$ cat config.mk
export PLATFORM = sky130hd
export DESIGN_NAME = run_length_stream_decoder
export DESIGN_NICKNAME = d
export VERILOG_FILES = /design/src/rlsd_pkg.sv /design/src/rlsd_front.sv /design/src/rlsd_fifo.sv /design/src/rlsd_back.sv /design/src/run_length_stream_decoder.sv
export VERILOG_INCLUDE_DIRS = /design/src /design/src/src
export SDC_FILE = /design/constraint.sdc
export NUM_CORES = 1
export LEC_CHECK = 0
export ABC_AREA = 1
export BUFFER_PORTS_ARGS = -buffer_cell sky130_fd_sc_hd__buf_4
export CORE_ASPECT_RATIO = 1.4
export CORE_MARGIN = 3
export CORE_UTILIZATION = 48
export DETAILED_ROUTE_END_ITERATION = 8
export PLACE_DENSITY = 0.75
export RECOVER_POWER = 100
export SETUP_SLACK_MARGIN = 0.1
export SYNTH_ARGS = -nofsm -noshare
export SYNTH_HDL_FRONTEND = slang
export SYNTH_HIERARCHICAL = 1
export SYNTH_SLANG_ARGS = --single-unit
export TNS_END_PERCENT = 5
$ cat constraint.sdc
create_clock -name clk_i -period 8.3 [get_ports clk_i]
set_input_delay 1.245 -clock clk_i [delete_from_list [all_inputs] [get_ports clk_i]]
set_output_delay 1.245 -clock clk_i [all_outputs]
set_load 0.005 [all_outputs]
$ cat src/run_length_stream_decoder_assert.svh
// assertion macros shared by the decoder modules
// expects clk_i and rst_ni in the including module
`ifndef RUN_LENGTH_STREAM_DECODER_ASSERT_SVH
`define RUN_LENGTH_STREAM_DECODER_ASSERT_SVH

// same-cycle property, disabled during reset
`define RLSD_ASSERT(lbl, prop, msg) \
  lbl: assert property (@(posedge clk_i) disable iff (!rst_ni) (prop)) else $error(msg);

// condition implies a property in the next cycle
`define RLSD_ASSERT_NEXT(lbl, pre, post, msg) \
  lbl: assert property (@(posedge clk_i) disable iff (!rst_ni) (pre) |=> (post)) \
    else $error(msg);

`endif

$ cat src/rlsd_pkg.sv
// types and constants of the run-length stream decoder
// no dependencies
package rlsd_pkg;

  localparam int unsigned CountW = 6;

  localparam logic [7:0] END_MARK = 8'hFF;

  typedef enum logic [1:0] {
    MODE_COPY = 2'd0,
    MODE_INCR = 2'd1,
    MODE_BYTE = 2'd2,
    MODE_WORD = 2'd3
  } mode_e;

  typedef enum logic [2:0] {
    PH_HEADER,
    PH_CONTROL,
    PH_COPY,
    PH_BYTEOP,
    PH_WORDLO,
    PH_WORDHI
  } phase_e;

  localparam logic [1:0] NBYTES_NONE = 2'd0;
  localparam logic [1:0] NBYTES_ONE  = 2'd1;
  localparam logic [1:0] NBYTES_TWO  = 2'd2;

  // one queued output command: data emitted reps times
  typedef struct packed {
    logic [15:0]       data;
    logic [1:0]        nbytes;
    logic [CountW-1:0] reps;
    logic              incr;
    logic              stream_end;
  } cmd_t;

endpackage

$ cat src/rlsd_front.sv
// front end: parses header, control and operand bytes into commands
// depends on rlsd_pkg
module rlsd_front (
  input  logic           clk_i,
  input  logic           rst_ni,
  input  logic [7:0]     in_byte_i,
  input  logic           in_valid_i,
  output logic           in_ready_o,
  input  logic           q_full_i,
  output logic           push_o,
  output rlsd_pkg::cmd_t cmd_o
);

  rlsd_pkg::phase_e phase_q, phase_d;
  logic [rlsd_pkg::CountW-1:0] remaining_q, remaining_d;
  rlsd_pkg::mode_e mode_q, mode_d;
  logic [7:0] lo_q, lo_d;
  logic accept;
  logic gen;

  assign in_ready_o = !q_full_i;
  assign accept = in_valid_i && in_ready_o;
  assign push_o = accept && gen;

  always_ff @(posedge clk_i or negedge rst_ni) begin
    if (!rst_ni) begin
      phase_q     <= rlsd_pkg::PH_HEADER;
      remaining_q <= '0;
      mode_q      <= rlsd_pkg::MODE_COPY;
      lo_q        <= '0;
    end else if (accept) begin
      phase_q     <= phase_d;
      remaining_q <= remaining_d;
      mode_q      <= mode_d;
      lo_q        <= lo_d;
    end
  end

  always_comb begin
    phase_d           = phase_q;
    remaining_d       = remaining_q;
    mode_d            = mode_q;
    lo_d              = lo_q;
    gen               = 1'b0;
    cmd_o.data        = {8'h00, in_byte_i};
    cmd_o.nbytes      = rlsd_pkg::NBYTES_ONE;
    cmd_o.reps        = rlsd_pkg::CountW'(1);
    cmd_o.incr        = 1'b0;
    cmd_o.stream_end  = 1'b0;
    unique case (phase_q)
      rlsd_pkg::PH_HEADER: begin
        phase_d = rlsd_pkg::PH_CONTROL;
      end
      rlsd_pkg::PH_CONTROL: begin
        if (in_byte_i == rlsd_pkg::END_MARK) begin
          gen              = 1'b1;
          cmd_o.data       = '0;
          cmd_o.nbytes     = rlsd_pkg::NBYTES_NONE;
          cmd_o.stream_end = 1'b1;
          phase_d          = rlsd_pkg::PH_HEADER;
        end else begin
          mode_d      = rlsd_pkg::mode_e'(in_byte_i[7:6]);
          remaining_d = in_byte_i[rlsd_pkg::CountW-1:0];
          unique case (rlsd_pkg::mode_e'(in_byte_i[7:6]))
            rlsd_pkg::MODE_COPY: begin
              phase_d = (in_byte_i[rlsd_pkg::CountW-1:0] != '0) ?
                        rlsd_pkg::PH_COPY : rlsd_pkg::PH_CONTROL;
            end
            rlsd_pkg::MODE_BYTE: phase_d = rlsd_pkg::PH_BYTEOP;
            default:             phase_d = rlsd_pkg::PH_WORDLO;
          endcase
        end
      end
      rlsd_pkg::PH_COPY: begin
        gen         = 1'b1;
        remaining_d = remaining_q - rlsd_pkg::CountW'(1);
        if (remaining_q == rlsd_pkg::CountW'(1)) begin
          phase_d = rlsd_pkg::PH_CONTROL;
        end
      end
      rlsd_pkg::PH_BYTEOP: begin
        gen         = (remaining_q != '0);
        cmd_o.reps  = remaining_q;
        remaining_d = '0;
        phase_d     = rlsd_pkg::PH_CONTROL;
      end
      rlsd_pkg::PH_WORDLO: begin
        lo_d    = in_byte_i;
        phase_d = rlsd_pkg::PH_WORDHI;
      end
      rlsd_pkg::PH_WORDHI: begin
        gen          = (remaining_q != '0);
        cmd_o.data   = {in_byte_i, lo_q};
        cmd_o.nbytes = rlsd_pkg::NBYTES_TWO;
        cmd_o.reps   = remaining_q;
        cmd_o.incr   = (mode_q == rlsd_pkg::MODE_INCR);
        remaining_d  = '0;
        phase_d      = rlsd_pkg::PH_CONTROL;
      end
      default: begin
        phase_d = rlsd_pkg::PH_HEADER;
      end
    endcase
  end

endmodule

$ cat src/rlsd_fifo.sv
// command queue between front and back end
// depends on rlsd_pkg and the assertion macro header
`include "run_length_stream_decoder_assert.svh"
module rlsd_fifo #(
  parameter int unsigned DEPTH = 2
) (
  input  logic           clk_i,
  input  logic           rst_ni,
  input  logic           push_i,
  input  rlsd_pkg::cmd_t cmd_i,
  output logic           full_o,
  input  logic           pop_i,
  output logic           valid_o,
  output rlsd_pkg::cmd_t cmd_o
);

  localparam int unsigned PtrW = $clog2(DEPTH);
  localparam int unsigned CntW = $clog2(DEPTH + 1);

  rlsd_pkg::cmd_t mem_q [DEPTH];
  logic [PtrW-1:0] wr_ptr_q, rd_ptr_q;
  logic [CntW-1:0] count_q;

  assign full_o  = (count_q == CntW'(DEPTH));
  assign valid_o = (count_q != '0);
  assign cmd_o   = mem_q[rd_ptr_q];

  always_ff @(posedge clk_i) begin
    if (push_i) begin
      mem_q[wr_ptr_q] <= cmd_i;
    end
  end

  always_ff @(posedge clk_i or negedge rst_ni) begin
    if (!rst_ni) begin
      wr_ptr_q <= '0;
      rd_ptr_q <= '0;
      count_q  <= '0;
    end else begin
      if (push_i) begin
        wr_ptr_q <= (wr_ptr_q == PtrW'(DEPTH - 1)) ? '0 : wr_ptr_q + PtrW'(1);
      end
      if (pop_i) begin
        rd_ptr_q <= (rd_ptr_q == PtrW'(DEPTH - 1)) ? '0 : rd_ptr_q + PtrW'(1);
      end
      if (push_i && !pop_i) begin
        count_q <= count_q + CntW'(1);
      end else if (pop_i && !push_i) begin
        count_q <= count_q - CntW'(1);
      end
    end
  end

  `RLSD_ASSERT(a_no_push_full, !(push_i && full_o), "push into full queue")
  `RLSD_ASSERT(a_no_pop_empty, !(pop_i && !valid_o), "pop from empty queue")
  `RLSD_ASSERT_NEXT(a_ptr_count, push_i && !pop_i, count_q != '0, "count lost a push")

endmodule

$ cat src/rlsd_back.sv
// back end: expands queued commands into result transactions
// depends on rlsd_pkg and the assertion macro header
`include "run_length_stream_decoder_assert.svh"
module rlsd_back (
  input  logic           clk_i,
  input  logic           rst_ni,
  input  logic           q_valid_i,
  input  rlsd_pkg::cmd_t cmd_i,
  output logic           pop_o,
  output logic [15:0]    out_data_o,
  output logic [1:0]     out_count_o,
  output logic           run_last_o,
  output logic           stream_end_o,
  output logic           out_valid_o,
  input  logic           out_ready_i
);

  logic                        valid_q;
  logic [15:0]                 data_q;
  logic [1:0]                  nbytes_q;
  logic [rlsd_pkg::CountW-1:0] reps_q;
  logic                        incr_q;
  logic                        end_q;
  logic advance, done;

  assign advance = valid_q && out_ready_i;
  assign done    = !valid_q || (advance && reps_q == rlsd_pkg::CountW'(1));
  assign pop_o   = done && q_valid_i;

  always_ff @(posedge clk_i or negedge rst_ni) begin
    if (!rst_ni) begin
      valid_q <= 1'b0;
    end else if (done) begin
      valid_q <= q_valid_i;
    end
  end

  always_ff @(posedge clk_i) begin
    if (pop_o) begin
      data_q   <= cmd_i.data;
      nbytes_q <= cmd_i.nbytes;
      reps_q   <= cmd_i.reps;
      incr_q   <= cmd_i.incr;
      end_q    <= cmd_i.stream_end;
    end else if (advance && !done) begin
      reps_q <= reps_q - rlsd_pkg::CountW'(1);
      data_q <= data_q + {15'd0, incr_q};
    end
  end

  assign out_valid_o  = valid_q;
  assign out_data_o   = data_q;
  assign out_count_o  = nbytes_q;
  assign run_last_o   = (reps_q == rlsd_pkg::CountW'(1));
  assign stream_end_o = end_q;

  `RLSD_ASSERT(a_reps_nonzero, !valid_q || reps_q != '0, "empty run in output stage")
  `RLSD_ASSERT(a_end_shape, !(valid_q && end_q) || (run_last_o && nbytes_q == '0),
               "malformed end transaction")
  `RLSD_ASSERT_NEXT(a_stall_hold, valid_q && !out_ready_i,
                    valid_q && $stable(data_q) && $stable(reps_q), "stalled output changed")

endmodule

$ cat src/run_length_stream_decoder.sv
// a byte that completes a command is written into the command queue, then loaded into the output stage
// throughput: one input byte per cycle; a run of n results leaves as n output transactions,
//   and input stalls once the command queue is full while the back end drains a run
// the command queue depth sets how far the front end can run ahead of the back end
// reset: control state returns to expecting a header, queue and output stage empty
module run_length_stream_decoder #(
  parameter int unsigned QUEUE_DEPTH = 2
) (
  input  logic        clk_i,
  input  logic        rst_ni,
  input  logic [7:0]  in_byte_i,
  input  logic        in_valid_i,
  output logic        in_ready_o,
  output logic [15:0] out_data_o,
  output logic [1:0]  out_count_o,
  output logic        run_last_o,
  output logic        stream_end_o,
  output logic        out_valid_o,
  input  logic        out_ready_i
);

  rlsd_pkg::cmd_t push_cmd, head_cmd;
  logic push, pop, q_full, q_valid;

  rlsd_front u_front (
    .clk_i      (clk_i),
    .rst_ni     (rst_ni),
    .in_byte_i  (in_byte_i),
    .in_valid_i (in_valid_i),
    .in_ready_o (in_ready_o),
    .q_full_i   (q_full),
    .push_o     (push),
    .cmd_o      (push_cmd)
  );

  rlsd_fifo #(
    .DEPTH (QUEUE_DEPTH)
  ) u_fifo (
    .clk_i   (clk_i),
    .rst_ni  (rst_ni),
    .push_i  (push),
    .cmd_i   (push_cmd),
    .full_o  (q_full),
    .pop_i   (pop),
    .valid_o (q_valid),
    .cmd_o   (head_cmd)
  );

  rlsd_back u_back (
    .clk_i        (clk_i),
    .rst_ni       (rst_ni),
    .q_valid_i    (q_valid),
    .cmd_i        (head_cmd),
    .pop_o        (pop),
    .out_data_o   (out_data_o),
    .out_count_o  (out_count_o),
    .run_last_o   (run_last_o),
    .stream_end_o (stream_end_o),
    .out_valid_o  (out_valid_o),
    .out_ready_i  (out_ready_i)
  );

endmodule

==> out/results.tsv <==
stage	metric	value	unit
setup_path	critical path class	input pin to flip-flop	
sta	final worst slack	4.445	ns
synthesis	post-synthesis cell count	525	
power_and_ir_drop	Int Power	1112	uW
placement	routability congestion estimate	0.9058	
global_routing	Remaining Overflow, GRT	0	
placement	Port Buffers	33	
placement	Post-Place Cells	688	
synthesis	Commonest cells post-synth	186 x nand2_1, 78 x edfxtp_1, 55 x inv_1	
hold_path	hold depth	2	
routing	Final ANT Viol Nets	0	
cts	CTS Hold Bufs	0	
finish	Fill cells	938	
setup_path	Crit. End Element	flip-flop	
cts	Clock Tree Buf Depth	2	
power_and_ir_drop	combinational power share	29.8	%
setup_path	Startpoint Class	input pin	
setup_path	Crit path required time	8.52	ns
floorplan	num rows	44	
sta	FMAX	259.4	MHz
hold_path	HP Class	flip-flop to flip-flop	
routing	detailed-route DRC error count	0	
cts	buffer count from post-CTS setup fixing	0	
sta	clock skew	0.004200	ns
routing	DR vias	3514	
sta	Final period util	46.44	%
routing	drt total wl	9403	um
cts	TritonCTS clock tree	built	
power_and_ir_drop	Sequential Power Share	46.3	%
global_routing	GR Util All Layers	16.69	%
setup_path	critical path arrival	4.08	ns
floorplan	initial core utilization	49.76	%
setup_path	worst-path fanout max	28	
routing	Routed wire per std cell	13.36	um
outcome	failing checks	max-capacitance violations, max-slew violations	
setup_path	reg2reg start	u_back/reps_q[0]	
placement	pre-CTS setup slack	5.033	ns
synthesis	Yosys reg bits	102	
sta	RSZ-0062 raised after global routing	no	
hold_path	Hold Path Sink	u_fifo/count_q[1]	
synthesis	Mapped Area	5205	um2
power_and_ir_drop	VDD IR-drop max	0.0001877	V
sta	final hold vios	0	
setup_path	R2R Path End	u_fifo/count_q[1]	
floorplan	die height	129.2	um
floorplan	num ports	34	
cts	Worst-Skew Late Latency	0.33	ns
synthesis	Seq/Total Area, Yosys	56.54	%
routing	Initial DRC Count	183	
power_and_ir_drop	Clk network pwr share	23.9	%
setup_path	setup slack, reg-to-reg	4.76	ns
global_routing	pin count of the biggest net entering global routing	29	
global_routing	first-pass GRT wire length	15970	um
synthesis	ys flop type	edfxtp_1	
floorplan	core box area	10460	um2
global_routing	antenna violations before repair	0	
power_and_ir_drop	Psw	533.8	uW
cts	clock slew at reported path FFs	0.06	ns
power_and_ir_drop	Sw Share	32.44	%
floorplan	Die X	94.01	um
hold_path	HP Start	u_fifo/count_q[1]	
cts	Post-CTS Resized	0	
finish	fin nets	580	
cts	Clock Root Buffer	clkbuf_16	
finish	Synth-to-Final Area Change	10.29	%
synthesis	asr flop ratio synth	23.53	%
synthesis	Distinct cells, synth	34	
placement	dpl hpwl	7179	um
setup_path	r2r worst-path depth	11	
routing	via/cell ratio	4.991	
sta	number of setup violations in the final report	0	
cts	TritonCTS buffer count	9	
synthesis	synthesized area per cell	9.914	um2
sta	Setup TNS	0	ns
sta	Slew Limit Headroom	-103.1	%
power_and_ir_drop	Pleak	0.002607	uW
global_routing	number of global-route vias before repair	3590	
synthesis	most frequent cell after synthesis	nand2_1	
synthesis	syn nets	544	
synthesis	cell taking the most area after synthesis	edfxtp_1	
cts	CTS Sinks	102	
synthesis	top cells by area, synth	edfxtp_1 45%, nand2_1 13%, dfrtp_1 12%	
power_and_ir_drop	Pwr per Cell Area	286.7	nW/um2
routing	first-pass iteration count of the detailed router	4	
synthesis	EDFF count, synth	78	
floorplan	die area	12150	um2
run	Max Cap Violations	2	
outcome	status	finished with violations	
sta	Fin Hold WS	0.4897	ns
finish	diode count	0	
sta	min cycle time layout	3.855	ns
synthesis	yosys warns	6	
finish	final std cells w/o fill	704	
sta	Final Max Slew Viols	51	
sta	Worst Max-Slew Pin Slew	3.019	ns
synthesis	share of the synthesized area in the top cell type	45.00	%
finish	share of cells above drive strength 1	15.55	%
cts	CTS H-tree lvls	3	
[critical path: stages]
cell and delay, ns:
clkbuf_4 0.11, inv_1 0.04, nand2_1 0.06, nand3_1 0.58
clkinvlp_2 1.21, inv_1 0.27, ha_1 0.29, inv_1 0.09
nand3_1 0.08, nand2_1 0.06, nand2_1 0.05
[worst max path at each step]
stage	start	endpoint	cells after the start
floorplan	out_ready_i	u_back/out_data_o[0]	3
global placement	in_byte_i[6]	u_fifo/mem_q[1][16]	9
detailed placement	in_byte_i[6]	u_fifo/mem_q[1][9]	9
CTS	in_byte_i[6]	u_fifo/mem_q[1][17]	9
global route	out_ready_i	u_back/out_data_o[8]	4
finish	out_ready_i	u_fifo/count_q[1]	11
[layout by cell type (no fill, tap or decap), types with 9 or more instances in the layout]
master / netlist / layout
nand2_2: 17 / 12
dfrtp_1: 24 / 24
o21ai_0: 7 / 10
mux2_4: 19 / 16
clkbuf_16: 0 / 9
edfxtp_1: 78 / 78
nand3_1: 25 / 28
nor2_1: 42 / 42
clkbuf_4: 0 / 23
nand2_1: 186 / 191
inv_1: 55 / 56
[power groups by stage]
stage	Clock, uW	Sequential [uW]	Combinational [uW]
after floorplan	0	750	415
after global placement	0	765	493
after detailed placement	0	772	506
after CTS	403	762	512
after global routing	421	776	553
final	393	762	490
[sequential cells by signal, summed over array words and instances (netlist names)]
register and flops:
u_back/stream_end_o 1, u_back/incr_q 1, u_back/out_data_o 16, u_front/mode_q 2, u_back/out_valid_o 1, u_fifo/count_q 2, u_fifo/mem_q 52, u_front/phase_q 3
u_front/lo_q 8, u_back/out_count_o 2, u_fifo/rd_ptr_q 1, u_back/reps_q 6, u_front/remaining_q 6, u_fifo/wr_ptr_q 1
[metrics by stage]
step / cell area [um2] / utilization [%] / power (uW)
2_1_floorplan: 5205 / - / 1165
3_3_place_gp: 5535 / 52.92 / 1258
3_5_place_dp: 5535 / 52.92 / 1278
4_1_cts: 5818 / 55.62 / 1677
5_1_grt: 5741 / 54.88 / 1751
6_report: 5741 / 54.88 / 1646
[layout make-up]
class / instances / area, um2 / area share, %
clock inverter: 5 / 50.05 / 0.8718
inverter: 59 / 224.0 / 3.901
multi-input combinational: 354 / 1871 / 32.58
sequential: 102 / 2943 / 51.26
tap: 138 / 172.7 / 3.008
timing repair buffer: 35 / 247.7 / 4.316
clock buffer: 11 / 232.7 / 4.054
[cell families (layout without fill, tap and decap cells)]
| logic type | count (synthesis) | in the layout | synth area share (%) |
|---|---|---|---|
| AO/OA/AOI/OAI | 15 | 15 | 1.490 |
| AND/OR/NAND/NOR | 291 | 291 | 24.25 |
| multiplexers | 26 | 26 | 6.995 |
| buffers and inverters | 69 | 110 | 6.514 |
| adder cells (fa/ha/maj) | 7 | 7 | 1.683 |
| flip-flops | 102 | 102 | 56.54 |
| XOR/XNOR | 15 | 15 | 2.524 |
[routing by layer]
metal | GRT usage [%] | part of all wire [%] | up-vias
li1 | - | - | 1770
met1 | 19.71 | 42 | 1644
met2 | 29.28 | 52 | 73
met3 | 2.613 | 2.9 | 27
met4 | 8.503 | 3.7 | 0
met5 | 0 | 0 | -
(Power assumes the default switching activity.)
